[config.mk]
export PLATFORM = sky130hd
export DESIGN_NAME = utf8_to_cp1251_transcoder
export DESIGN_NICKNAME = d
export VERILOG_FILES = /design/src/hdl/u2c_pkg.sv /design/src/hdl/u2c_step.sv /design/src/hdl/u2c_resq.sv /design/src/hdl/utf8_to_cp1251_transcoder.sv
export SDC_FILE = /design/constraint.sdc
export NUM_CORES = 1
export LEC_CHECK = 0
export ABC_CLOCK_PERIOD_IN_PS = 7300
export BUFFER_PORTS_ARGS = -buffer_cell sky130_fd_sc_hd__buf_4
export CORE_MARGIN = 2
export CORE_UTILIZATION = 35
export CTS_BUF_LIST = sky130_fd_sc_hd__clkbuf_8
export DETAILED_ROUTE_END_ITERATION = 8
export GPL_ROUTABILITY_DRIVEN = 0
export PLACE_DENSITY_LB_ADDON = 0.3
export SYNTH_ARGS = -nofsm -noshare
export SYNTH_HDL_FRONTEND = slang
export SYNTH_SLANG_ARGS = --single-unit
[constraint.sdc]
create_clock -name clk_i -period 7.3 [get_ports clk_i]
set_input_delay 1.46 -clock clk_i [delete_from_list [all_inputs] [get_ports clk_i]]
set_output_delay 1.46 -clock clk_i [all_outputs]
set_load 0.01 [all_outputs]
[src/hdl/u2c_pkg.sv]
// Shared types, constants and the code point mapping for the UTF-8 to
// Windows-1251 transcoder. No dependencies.
package u2c_pkg;

  // byte classes
  localparam logic [7:0] AsciiLimit  = 8'h80;
  localparam logic [7:0] Lead2Mask   = 8'hE0;
  localparam logic [7:0] Lead2Code   = 8'hC0;
  localparam logic [7:0] Lead3Mask   = 8'hF0;
  localparam logic [7:0] Lead3Code   = 8'hE0;

  // pending continuation counts
  localparam logic [1:0] PendNone = 2'd0;
  localparam logic [1:0] PendOne  = 2'd1;
  localparam logic [1:0] PendTwo  = 2'd2;

  // code points of interest
  localparam logic [15:0] CpCyrLow   = 16'h0410;
  localparam logic [15:0] CpCyrHigh  = 16'h044F;
  localparam logic [15:0] CpIo       = 16'h0401;
  localparam logic [15:0] CpIoSmall  = 16'h0451;
  localparam logic [15:0] CpEmDash   = 16'h2014;
  localparam logic [15:0] CpEnDash   = 16'h2013;
  localparam logic [15:0] CpLeftGuil = 16'h00AB;
  localparam logic [15:0] CpRightGuil = 16'h00BB;
  localparam logic [15:0] CpArrow    = 16'h2192;

  // output bytes
  localparam logic [7:0] CyrOffset = 8'hB0;  // 0xC0 - 0x10 modulo 256
  localparam logic [7:0] ByteIo     = 8'hA8;
  localparam logic [7:0] ByteIoSmall = 8'hB8;
  localparam logic [7:0] ByteDash   = 8'h2D;
  localparam logic [7:0] ByteQuote  = 8'h22;
  localparam logic [7:0] ByteArrow  = 8'h3E;
  localparam logic [7:0] ByteUnknown = 8'h3F;
  localparam logic [7:0] ByteTerm   = 8'h00;

  // sequence state carried between bytes
  typedef struct packed {
    logic [1:0] pending;
    logic       three;
    logic [4:0] lead;
    logic [7:0] middle;
  } seq_t;

  localparam seq_t SeqClear = '{pending: PendNone, three: 1'b0, lead: 5'd0, middle: 8'd0};

  // what one request produces
  typedef struct packed {
    logic       char_v;
    logic [7:0] char_byte;
    logic       term;
  } step_res_t;

  // one result in the output queue
  typedef struct packed {
    logic [7:0] byte_val;
    logic       eos;
  } res_t;

  function automatic logic [7:0] map_cp(input logic [15:0] cp);
    logic [7:0] r;
    if (cp >= CpCyrLow && cp <= CpCyrHigh) begin
      r = cp[7:0] + CyrOffset;
    end else if (cp == CpIo) begin
      r = ByteIo;
    end else if (cp == CpIoSmall) begin
      r = ByteIoSmall;
    end else if (cp == CpEmDash || cp == CpEnDash) begin
      r = ByteDash;
    end else if (cp == CpLeftGuil || cp == CpRightGuil) begin
      r = ByteQuote;
    end else if (cp == CpArrow) begin
      r = ByteArrow;
    end else begin
      r = ByteUnknown;
    end
    return r;
  endfunction

endpackage

[src/hdl/u2c_step.sv]
// Per-byte decode: next sequence state and results for one request.
// Depends on u2c_pkg.
module u2c_step (
  input  logic [7:0]        byte_i,
  input  u2c_pkg::seq_t     seq_i,
  input  logic              room_i,
  output u2c_pkg::seq_t     seq_o,
  output u2c_pkg::step_res_t res_o
);

  logic [15:0] cp;

  // assemble the code point from lead, middle and this byte
  always_comb begin
    if (seq_i.three) begin
      cp = {seq_i.lead[3:0], seq_i.middle[5:0], byte_i[5:0]};
    end else begin
      cp = {5'd0, seq_i.lead, byte_i[5:0]};
    end
  end

  // byte handling
  always_comb begin
    seq_o           = seq_i;
    res_o.char_v    = 1'b0;
    res_o.char_byte = byte_i;
    res_o.term      = 1'b0;
    priority if (byte_i == u2c_pkg::ByteTerm) begin
      // terminator, with a lone middle byte of a cut three-byte sequence replayed
      res_o.char_v    = (seq_i.pending == u2c_pkg::PendOne) && seq_i.three &&
                        (seq_i.middle != 8'd0) && (seq_i.middle < u2c_pkg::AsciiLimit) &&
                        room_i;
      res_o.char_byte = seq_i.middle;
      res_o.term      = 1'b1;
      seq_o           = u2c_pkg::SeqClear;
    end else if (seq_i.pending != u2c_pkg::PendNone) begin
      if (seq_i.three && seq_i.pending == u2c_pkg::PendTwo) begin
        seq_o.middle  = byte_i;
        seq_o.pending = u2c_pkg::PendOne;
      end else begin
        seq_o           = u2c_pkg::SeqClear;
        res_o.char_v    = room_i;
        res_o.char_byte = u2c_pkg::map_cp(cp);
      end
    end else if (room_i) begin
      priority if (byte_i < u2c_pkg::AsciiLimit) begin
        res_o.char_v = 1'b1;
      end else if ((byte_i & u2c_pkg::Lead2Mask) == u2c_pkg::Lead2Code) begin
        seq_o.lead    = byte_i[4:0];
        seq_o.three   = 1'b0;
        seq_o.pending = u2c_pkg::PendOne;
      end else if ((byte_i & u2c_pkg::Lead3Mask) == u2c_pkg::Lead3Code) begin
        seq_o.lead    = {1'b0, byte_i[3:0]};
        seq_o.three   = 1'b1;
        seq_o.pending = u2c_pkg::PendTwo;
      end else begin
        seq_o = seq_i;  // stray byte dropped
      end
    end else begin
      seq_o = seq_i;  // no room, byte ignored
    end
  end

endmodule

[src/hdl/u2c_resq.sv]
// Four-entry result queue, up to two pushes and one pop per cycle.
// Depends on u2c_pkg.
module u2c_resq (
  input  logic           clk_i,
  input  logic           rst_ni,
  input  logic           push0_i,
  input  logic           push1_i,
  input  u2c_pkg::res_t  data0_i,
  input  u2c_pkg::res_t  data1_i,
  output logic           full_o,
  output logic           valid_o,
  input  logic           pop_i,
  output u2c_pkg::res_t  data_o
);

  localparam int Depth = 4;
  localparam int PtrW  = $clog2(Depth);

  u2c_pkg::res_t     mem_q [Depth];
  logic [PtrW-1:0]   wr_ptr_q, wr_ptr_d, rd_ptr_q, rd_ptr_d, wr_ptr1;
  logic [PtrW:0]     count_q, count_d;
  logic [1:0]        n_push;
  logic              do_pop;

  assign do_pop  = pop_i && (count_q != '0);
  assign n_push  = {1'b0, push0_i} + {1'b0, push1_i};
  assign wr_ptr1 = wr_ptr_q + PtrW'(1);

  // pointer and fill count
  always_comb begin
    wr_ptr_d = wr_ptr_q + PtrW'(n_push);
    rd_ptr_d = rd_ptr_q + PtrW'(do_pop);
    count_d  = count_q + (PtrW+1)'(n_push) - (PtrW+1)'(do_pop);
  end

  always_ff @(posedge clk_i or negedge rst_ni) begin
    if (!rst_ni) begin
      wr_ptr_q <= '0;
      rd_ptr_q <= '0;
      count_q  <= '0;
    end else begin
      wr_ptr_q <= wr_ptr_d;
      rd_ptr_q <= rd_ptr_d;
      count_q  <= count_d;
    end
  end

  // storage; second push lands behind the first
  always_ff @(posedge clk_i) begin
    if (push0_i) begin
      mem_q[wr_ptr_q] <= data0_i;
    end
    if (push1_i) begin
      if (push0_i) begin
        mem_q[wr_ptr1] <= data1_i;
      end else begin
        mem_q[wr_ptr_q] <= data1_i;
      end
    end
  end

  // keep room for two results of the next request
  assign full_o  = count_q > (PtrW+1)'(Depth - 2);
  assign valid_o = count_q != '0;
  assign data_o  = mem_q[rd_ptr_q];

endmodule

[src/hdl/utf8_to_cp1251_transcoder.sv]
// Top level of the UTF-8 to Windows-1251 transcoder: capacity register,
// sequence state, emitted count. Depends on u2c_pkg, u2c_step, u2c_resq.
//
//  port group     direction  handshake                 payload
//  in             input      in_valid_i / in_stall_o   in_byte_i
//  out            output     out_valid_o / out_stall_i out_byte_o, end_of_string_o
//  capacity       input      out_capacity_we_i         out_capacity_i
//
// One input byte is taken per cycle while in_stall_o is low; its results are
// written into a four-entry result queue that drains one per cycle while
// out_stall_i is low. A terminator may produce two results; the input stalls
// while fewer than two queue slots are free. Reset clears the sequence state,
// the emitted count and the queue, and sets the capacity to 512.
module utf8_to_cp1251_transcoder #(
  parameter int MAX_CAPACITY = 4096
) (
  input  logic        clk_i,
  input  logic        rst_ni,
  input  logic        in_valid_i,
  output logic        in_stall_o,
  input  logic [7:0]  in_byte_i,
  output logic        out_valid_o,
  input  logic        out_stall_i,
  output logic [7:0]  out_byte_o,
  output logic        end_of_string_o,
  input  logic        out_capacity_we_i,
  input  logic [12:0] out_capacity_i
);

  localparam int CfgW = 13;
  localparam int CapW = $clog2(MAX_CAPACITY + 1);
  localparam int CmpW = (CfgW > CapW) ? CfgW : CapW;
  localparam int EmW  = $clog2(MAX_CAPACITY);
  localparam logic [CfgW-1:0] CapReset = CfgW'(512);

  logic [CfgW-1:0]    cap_q;
  logic [CmpW-1:0]    cap_ext, cap_lim, emit_ext;
  logic [EmW-1:0]     emitted_q, emitted_d;
  u2c_pkg::seq_t      seq_q, seq_d;
  u2c_pkg::step_res_t step_res;
  u2c_pkg::res_t      res0, res1, head;
  logic               room, accept, q_full, push0, push1;

  // capacity register
  always_ff @(posedge clk_i or negedge rst_ni) begin
    if (!rst_ni) begin
      cap_q <= CapReset;
    end else if (out_capacity_we_i) begin
      cap_q <= out_capacity_i;
    end
  end

  // effective capacity: zero counts as one, large values saturate
  always_comb begin
    cap_ext  = CmpW'(cap_q);
    emit_ext = CmpW'(emitted_q);
    priority if (cap_ext == '0) begin
      cap_lim = CmpW'(1);
    end else if (cap_ext > CmpW'(MAX_CAPACITY)) begin
      cap_lim = CmpW'(MAX_CAPACITY);
    end else begin
      cap_lim = cap_ext;
    end
  end

  assign room = (emit_ext + CmpW'(1)) < cap_lim;

  assign accept = in_valid_i && !in_stall_o;

  u2c_step u_step (
    .byte_i (in_byte_i),
    .seq_i  (seq_q),
    .room_i (room),
    .seq_o  (seq_d),
    .res_o  (step_res)
  );

  // emitted character count, cleared by the terminator
  always_comb begin
    emitted_d = emitted_q;
    if (step_res.term) begin
      emitted_d = '0;
    end else if (step_res.char_v) begin
      emitted_d = emitted_q + EmW'(1);
    end
  end

  always_ff @(posedge clk_i or negedge rst_ni) begin
    if (!rst_ni) begin
      seq_q     <= u2c_pkg::SeqClear;
      emitted_q <= '0;
    end else if (accept) begin
      seq_q     <= seq_d;
      emitted_q <= emitted_d;
    end
  end

  // results of this request: character first, then terminator
  assign res0  = '{byte_val: step_res.char_byte, eos: 1'b0};
  assign res1  = '{byte_val: u2c_pkg::ByteTerm, eos: 1'b1};
  assign push0 = accept && step_res.char_v;
  assign push1 = accept && step_res.term;

  u2c_resq u_resq (
    .clk_i   (clk_i),
    .rst_ni  (rst_ni),
    .push0_i (push0),
    .push1_i (push1),
    .data0_i (res0),
    .data1_i (res1),
    .full_o  (q_full),
    .valid_o (out_valid_o),
    .pop_i   (!out_stall_i),
    .data_o  (head)
  );

  assign in_stall_o      = q_full;
  assign out_byte_o      = head.byte_val;
  assign end_of_string_o = head.eos;

endmodule
==> run metrics, run 1 <==
critical path class=primary input to register; max_cap viols=0; vias in the first global route=3833; total global-route track usage=0.1630; min-delay worst type=register to register; Period Utilization, post-route=0.6735; Final min period=4917 ps; synthesized flop and latch total=84; Final Net Count=589; std cell rows=42; ys async rst share=0.5714; Pwr Total=1854 uW; pin slew with the least headroom to its limit=986.7 ps; via/cell ratio=5.448; antenna violations before repair=0; clock latency on the worst-skew pair=360 ps; hpwl dp=8456 um; antenna viol nets, final=0; internal power=1134 uW; layout cell share with drive strength beyond 1=0.1571; slowest CP cell=a31oi_1; Total Routed Length=11230 um; Overflow after GRT=0; setup TNS=0 ps; initial core utilization=0.3571; final setup skew=10.69 ps; Synth cell types=61; Fillers=1366; leak pwr=0.002333 uW; Die Area=14460 sq um; fmax=203.4 MHz; Vert. Die Dim=120.2 um; fin. max-slew vios=0; Longest Clk Path Bufs=2; multi-input logic area=2625 sq um; post-synthesis sequential area ratio=0.4066; Max-slew headroom=0.3422; CTS root buf=clkbuf_8; Max H-tree Level=3; post_cts resized=0; Die W=120.2 um; Startpoint Class=primary input; combinational share of power=0.394; final hold vios=0; FF-to-FF setup slack=2560 ps; most common cell after layout, fill and taps aside=nand2_1; clock power share=0.187; endpoint class of the critical path=register; Net Count, Synth=564; total clock sinks=84; cell repeated most along the worst path=ha_1; Worst Path Arrival=5230 ps; # setup viols final=0; total number of vias=3906; Sequential Area=1923 sq um; Max stage delay on crit path=690 ps; Top FF cell, synth=dfrtp_1; # IOs=37; wire per inst=15.66 um; net switching power=720.5 uW; clk slew on worst S/H paths=90 ps; outcome=finished clean; DR pass1 iterations=5; Layout area overhead=12.86%; Sw Share=0.3886; Starting DRT DRC Count=285; synth warn=0; Data required, critical path=7610 ps; CORE AREA=13240 sq um; # DRC=0; RSZ-0062 raised after global routing=false; Pwr per Cell Area=347.4 nW/um^2; Post-synth EDFFs=0; Syn Inst Count=511; Max VDD drop=0.0001159 V; first-pass GRT wire length=19020 um; sequential share of power=0.419; cts hold-fix bufs=0; crit-path cells=buf_4 -> inv_1 -> ha_1 -> nor4b_1 -> and2_1 -> o21ai_0 -> and3_1 -> nand2_1 -> ha_1 -> nor3_1 -> a31oi_1 -> a22o_1; CP max FO=15; diode count=0; PortBufs=36; most frequent cells in the layout=78 x nand2_1, 47 x dfrtp_1, 43 x o21ai_0, 36 x buf_4, 36 x dfxtp_1; Num CTS Buffers=9; syn_area_per_cell=9.255 sq um; Setup Buffers After CTS=0; CTS tree=built; pin count of the biggest net entering global routing=49; Post-Syn Area=4730 sq um
-- state kept, by name, indices dropped and copies added (netlist names) --
register / count
emitted_q: 12
u_resq.wr_ptr_q: 2
cap_ext: 13
u_resq.count_q: 3
seq_q: 16
u_resq.mem_q: 36
u_resq.rd_ptr_q: 2
-- layer usage --
| layer | track usage | vias up | share of wire |
|---|---|---|---|
| li1 | - | 1911 | - |
| met1 | 0.2188 | 1886 | 0.48 |
| met5 | 0 | - | 0 |
| met3 | 0.03585 | 16 | 0.032 |
| met2 | 0.2582 | 93 | 0.47 |
| met4 | 0.06177 | 0 | 0.019 |
-- cells by family (layout without fill, tap and decap cells) --
logic type | Yosys count | count (layout) | synth area share
AOI/OAI and AO/OA | 133 | 133 | 0.1855
xor gates and xnor gates | 16 | 16 | 0.02963
DFF | 84 | 84 | 0.4066
adders and majority gates | 27 | 27 | 0.07302
muxes | 28 | 28 | 0.08651
buffers and inverters | 47 | 77 | 0.03836
and+or+nand+nor | 176 | 176 | 0.1804
-- final cells by class --
| class | instances | area share |
|---|---|---|
| Tap cell | 176 | 0.04126 |
| Clock inverter | 7 | 0.01524 |
| Timing Repair Buffer | 36 | 0.05063 |
| Inverter | 25 | 0.01758 |
| Clock buffer | 9 | 0.02321 |
| Sequential cell | 84 | 0.3603 |
| Multi-Input combinational cell | 380 | 0.4918 |
-- Yosys cell counts (all sizes together), types with 6 or more instances --
cell    number  share of area
inv         25          0.020
mux2i        6          0.013
dfxtp       36           0.15
clkbuf      17          0.013
dfrtp       47           0.25
nand3       19          0.020
o31ai        9          0.014
a21oi       23          0.024
o21ai       48          0.051
nor3         9          0.011
o211ai       7          0.011
ha          26          0.069
a22o        17          0.031
mux4         9          0.043
mux2        13          0.031
nand2       78          0.062
xnor2       11          0.020
nor2        30          0.024
and3         6         0.0079
-- through the flow --
step           utilization  setup slack (ps)  std cells  area, sq um  hold slack (ps)
2_1_floorplan            -              3024        511         4730            419.8
3_3_place_gp        0.3876              2257        701         5132            430.7
3_5_place_dp        0.3876              2092        701         5132            438.4
4_1_cts             0.4031              2465        717         5338            452.8
5_1_grt             0.4031              2006        717         5338            468.5
6_report            0.4031              2383        717         5338            451.3
-- power groups by stage --
stage	logic [uW]	registers, uW	clock network (uW)
floorplan	586	696	0
global placement	713	781	0
detailed placement	734	786	0
CTS	737	776	355
global route	819	805	373
finish	730	778	346
-- worst paths after layout --
check / startpoint / to / cells past startpoint
max: in_byte_i[4] / u_resq.mem_q[0][4]$_SDFFE_PP0P_ / 12
min: u_resq.mem_q[2][0]$_SDFFE_PP1P_ / u_resq.mem_q[2][0]$_SDFFE_PP1P_ / 2
max reg2reg: emitted_q[0]$_DFFE_PN0P_ / u_resq.count_q[2]$_DFF_PN0_ / 20
min reg2reg: u_resq.mem_q[2][0]$_SDFFE_PP1P_ / u_resq.mem_q[2][0]$_SDFFE_PP1P_ / 2
max in group asynchronous: rst_ni / u_resq.rd_ptr_q[1]$_DFF_PN0_ / 1
min in group asynchronous: rst_ni / seq_q[3]$_DFFE_PN0P_ / 1
-- worst max-delay path, delay by kind of cell --
kind | cells | cell delay (ps)
buffers and inverters | 2 | 270
AOI/OAI and AO/OA | 3 | 1120
adders and majority gates | 2 | 610
and+or+nand+nor | 5 | 1760
No activity file was read; power rests on OpenSTA's default activity.
==> run 2, diff against run 1 <==
--- a/config.mk
+++ b/config.mk
@@ -5,7 +5,8 @@
 export SDC_FILE = /design/constraint.sdc
 export NUM_CORES = 1
 export LEC_CHECK = 0
-export ABC_CLOCK_PERIOD_IN_PS = 7300
+export ABC_AREA = 1
+export ABC_CLOCK_PERIOD_IN_PS = 4600
 export BUFFER_PORTS_ARGS = -buffer_cell sky130_fd_sc_hd__buf_4
 export CORE_MARGIN = 2
 export CORE_UTILIZATION = 35
==> constraint.sdc (replaced) <==
create_clock -name clk_i -period 4.6 [get_ports clk_i]
set_input_delay 0.92 -clock clk_i [delete_from_list [all_inputs] [get_ports clk_i]]
set_output_delay 0.92 -clock clk_i [all_outputs]
set_load 0.01 [all_outputs]
==> run 2 against run 1 <==
Critical path depth grew 7. Wire length grew 12%. Combinational power grew 120%. Setup slack worse by 1700 ps. Count of clock-buffer cells in the layout did not move. First-iteration DRC count rose by 36%. Via count rose by 19%. Power up 85%. Area after synthesis grew 6.3%. Final area grew 6.5%. Largest cell class unchanged. Highest routed layer unchanged.
==> run metrics, run 2 <==
leak pwr=0.002690 uW (+15%); PortBufs=36 (unchanged); first-pass GRT wire length=21760 um (+14%); layout cell share with drive strength beyond 1=0.1631 (+0.005974); max_cap viols=0 (unchanged); multi-input logic area=2749 sq um (+4.7%); clk slew on worst S/H paths=90 ps (about the same); Max H-tree Level=3 (unchanged); final hold vios=0 (unchanged); Total Routed Length=12600 um (+12%); Net Count, Synth=711 (+26%); Synth cell types=44 (-28%); final setup skew=15.57 ps (+4.874 ps); Layout area overhead=13.09%; Max Used Layer=met4; Post-Syn Area=5029 sq um (+6.3%); pin count of the biggest net entering global routing=49 (unchanged); synthesized flop and latch total=84 (unchanged); RSZ-0062 raised after global routing=false; total clock sinks=84 (unchanged); wire per inst=14.33 um (-8.5%); Overflow after GRT=0 (unchanged); CTS tree=built; CP max FO=8 (-7); Met2 Wirelength=5936 um (+13%); Biggest register=u_resq.mem_q; # IOs=37 (unchanged); total global-route track usage=0.1803 (+0.01728); cts hold-fix bufs=0 (unchanged); syn_area_per_cell=7.642 sq um (-17%); vias in the first global route=4512 (+18%); outcome=finished clean; most common cell after layout, fill and taps aside=nand2_1; Die Area=15340 sq um (+6.1%); critical path class=register to register; utilization after layout=0.4081 (+0.005038); post_cts resized=0 (unchanged); met1 WL=5705 um (+5.6%); Startpoint Class=register; initial core utilization=0.3609 (+0.003726); DR pass1 iterations=5 (unchanged); std cell rows=43 (+2.4%); CORE AREA=13930 sq um (+5.2%); via/cell ratio=5.290 (-2.9%); largest area contributor in the netlist=dfrtp_1; antenna violations before repair=0 (unchanged); min-delay worst type=register to register; Area contributors post-synth=dfrtp_1 23%, dfxtp_1 14%, nand2_1 8.5%; setup TNS=0 ps (unchanged); post-synthesis sequential area ratio=0.3824 (-0.02418); max reg flops=36 (unchanged); ys async rst share=0.5714 (unchanged); antenna viol nets, final=0 (unchanged); fin. max-slew vios=0 (unchanged); Final min period=3961 ps; Starting DRT DRC Count=388 (+36%); post-synth top area share=0.2339 (-0.01479); Final Net Count=747 (+27%); synth cell count leaders=114 x nand2_1, 73 x o21ai_0, 65 x inv_1; hpwl dp=9343 um (+10%); most common cell in the netlist=nand2_1; wire length on met3=678 um (+87%); Die W=123.9 um (+3.0%); endpoint class of the critical path=register; clock latency on the worst-skew pair=390 ps (+30 ps); Period Utilization, post-route=0.8612; pin slew with the least headroom to its limit=649.0 ps (-337.7 ps); Syn Inst Count=658 (+29%); Pwr per Cell Area=602.6 nW/um^2 (+73%); Top FF cell, synth=dfrtp_1; fmax=252.4 MHz; Max VDD drop=0.0002382 V (+110%); diode count=0 (unchanged); synth warn=0 (unchanged); Post-synth EDFFs=0 (unchanged); # setup viols final=0 (unchanged); Data required, critical path=4870 ps (-2740 ps); Longest Clk Path Bufs=2 (unchanged); # DRC=0 (unchanged); Fillers=1428 (+4.5%); Vert. Die Dim=123.9 um (+3.0%); Num CTS Buffers=9 (unchanged); Sequential Area=1923 sq um (unchanged); Worst Path Arrival=4240 ps (-990 ps); most frequent cells in the layout=114 x nand2_1, 73 x o21ai_0, 66 x inv_1, 57 x nand3_1, 51 x nor2_1; total number of vias=4650 (+19%); CTS root buf=clkbuf_8; Setup Buffers After CTS=0 (unchanged); Max-slew headroom=0.5673 (+0.2251)
## run 2: routing by layer
metal	GRT usage	up-vias
met1	0.2352	2179
met4	0.06818	0
met3	0.04258	30
met2	0.2898	139
li1	-	2302
met5	0	-
## run 2: path summary, 6_finish.rpt
check | start | endpoint | slack, ps | depth (start not counted)
setup / recovery | emitted_q[0]$_DFFE_PN0P_ | u_resq.count_q[2]$_DFF_PN0_ | 640 | 19
hold / removal | seq_q[12]$_DFFE_PN0P_ | seq_q[12]$_DFFE_PN0P_ | 490 | 2
setup reg to reg | emitted_q[0]$_DFFE_PN0P_ | u_resq.count_q[2]$_DFF_PN0_ | 640 | 19
hold reg to reg | seq_q[12]$_DFFE_PN0P_ | seq_q[12]$_DFFE_PN0P_ | 490 | 2
max in group asynchronous | rst_ni | emitted_q[11]$_DFFE_PN0P_ | 3620 | 1
min in group asynchronous | rst_ni | seq_q[7]$_DFFE_PN0P_ | 560 | 1
## run 2: cell families after synthesis
group / share of synthesized area
and+or+nand+nor: 0.2744
AOI/OAI and AO/OA: 0.1737
buffers and inverters: 0.07091
DFF: 0.3824
adders and majority gates: 0.06867
xor gates and xnor gates: 0.02090
muxes: 0.008957
## run 2: layout make-up
type,count,share of cell area
multi-input combinational,483,0.4834
clock buffer,9,0.02178
sequential,84,0.3382
clock inverter,7,0.01276
timing repair buffer,42,0.05545
tap,180,0.03960
inverter,74,0.04884
## run 2: power breakdown
group / total (uW) / internal (uW) / switching (uW)
clock network: 558 / 255 / 303
logic: 1600 / 613 / 983
registers: 1270 / 1030 / 239
total: 3430 / 1900 / 1530
## run 2: metrics by stage
stage	hold WS [ps]	cell area [sq um]	total power [uW]	cells	setup slack, ps
6_report	494.4	5687	3427	879	638.7
4_1_cts	496.1	5687	3449	879	655.8
5_1_grt	518.8	5687	3740	879	330.3
3_5_place_dp	471.6	5490	2883	863	637.4
2_1_floorplan	442.2	5029	2376	658	1072
3_3_place_gp	467.5	5490	2836	863	784.0
## run 2: worst max-delay path: stages (launching register included)
cell,delay [ps]
dfrtp_1,440
and3_1,240
nand4_1,160
nor4_2,250
nand3_1,150
xor2_1,240
ha_1,270
nand2_1,80
inv_1,50
nand3_1,90
inv_1,50
a21oi_1,260
nand2_2,160
nor2_8,170
ha_1,270
inv_1,100
ha_1,280
inv_1,50
fa_1,420
xnor2_1,130
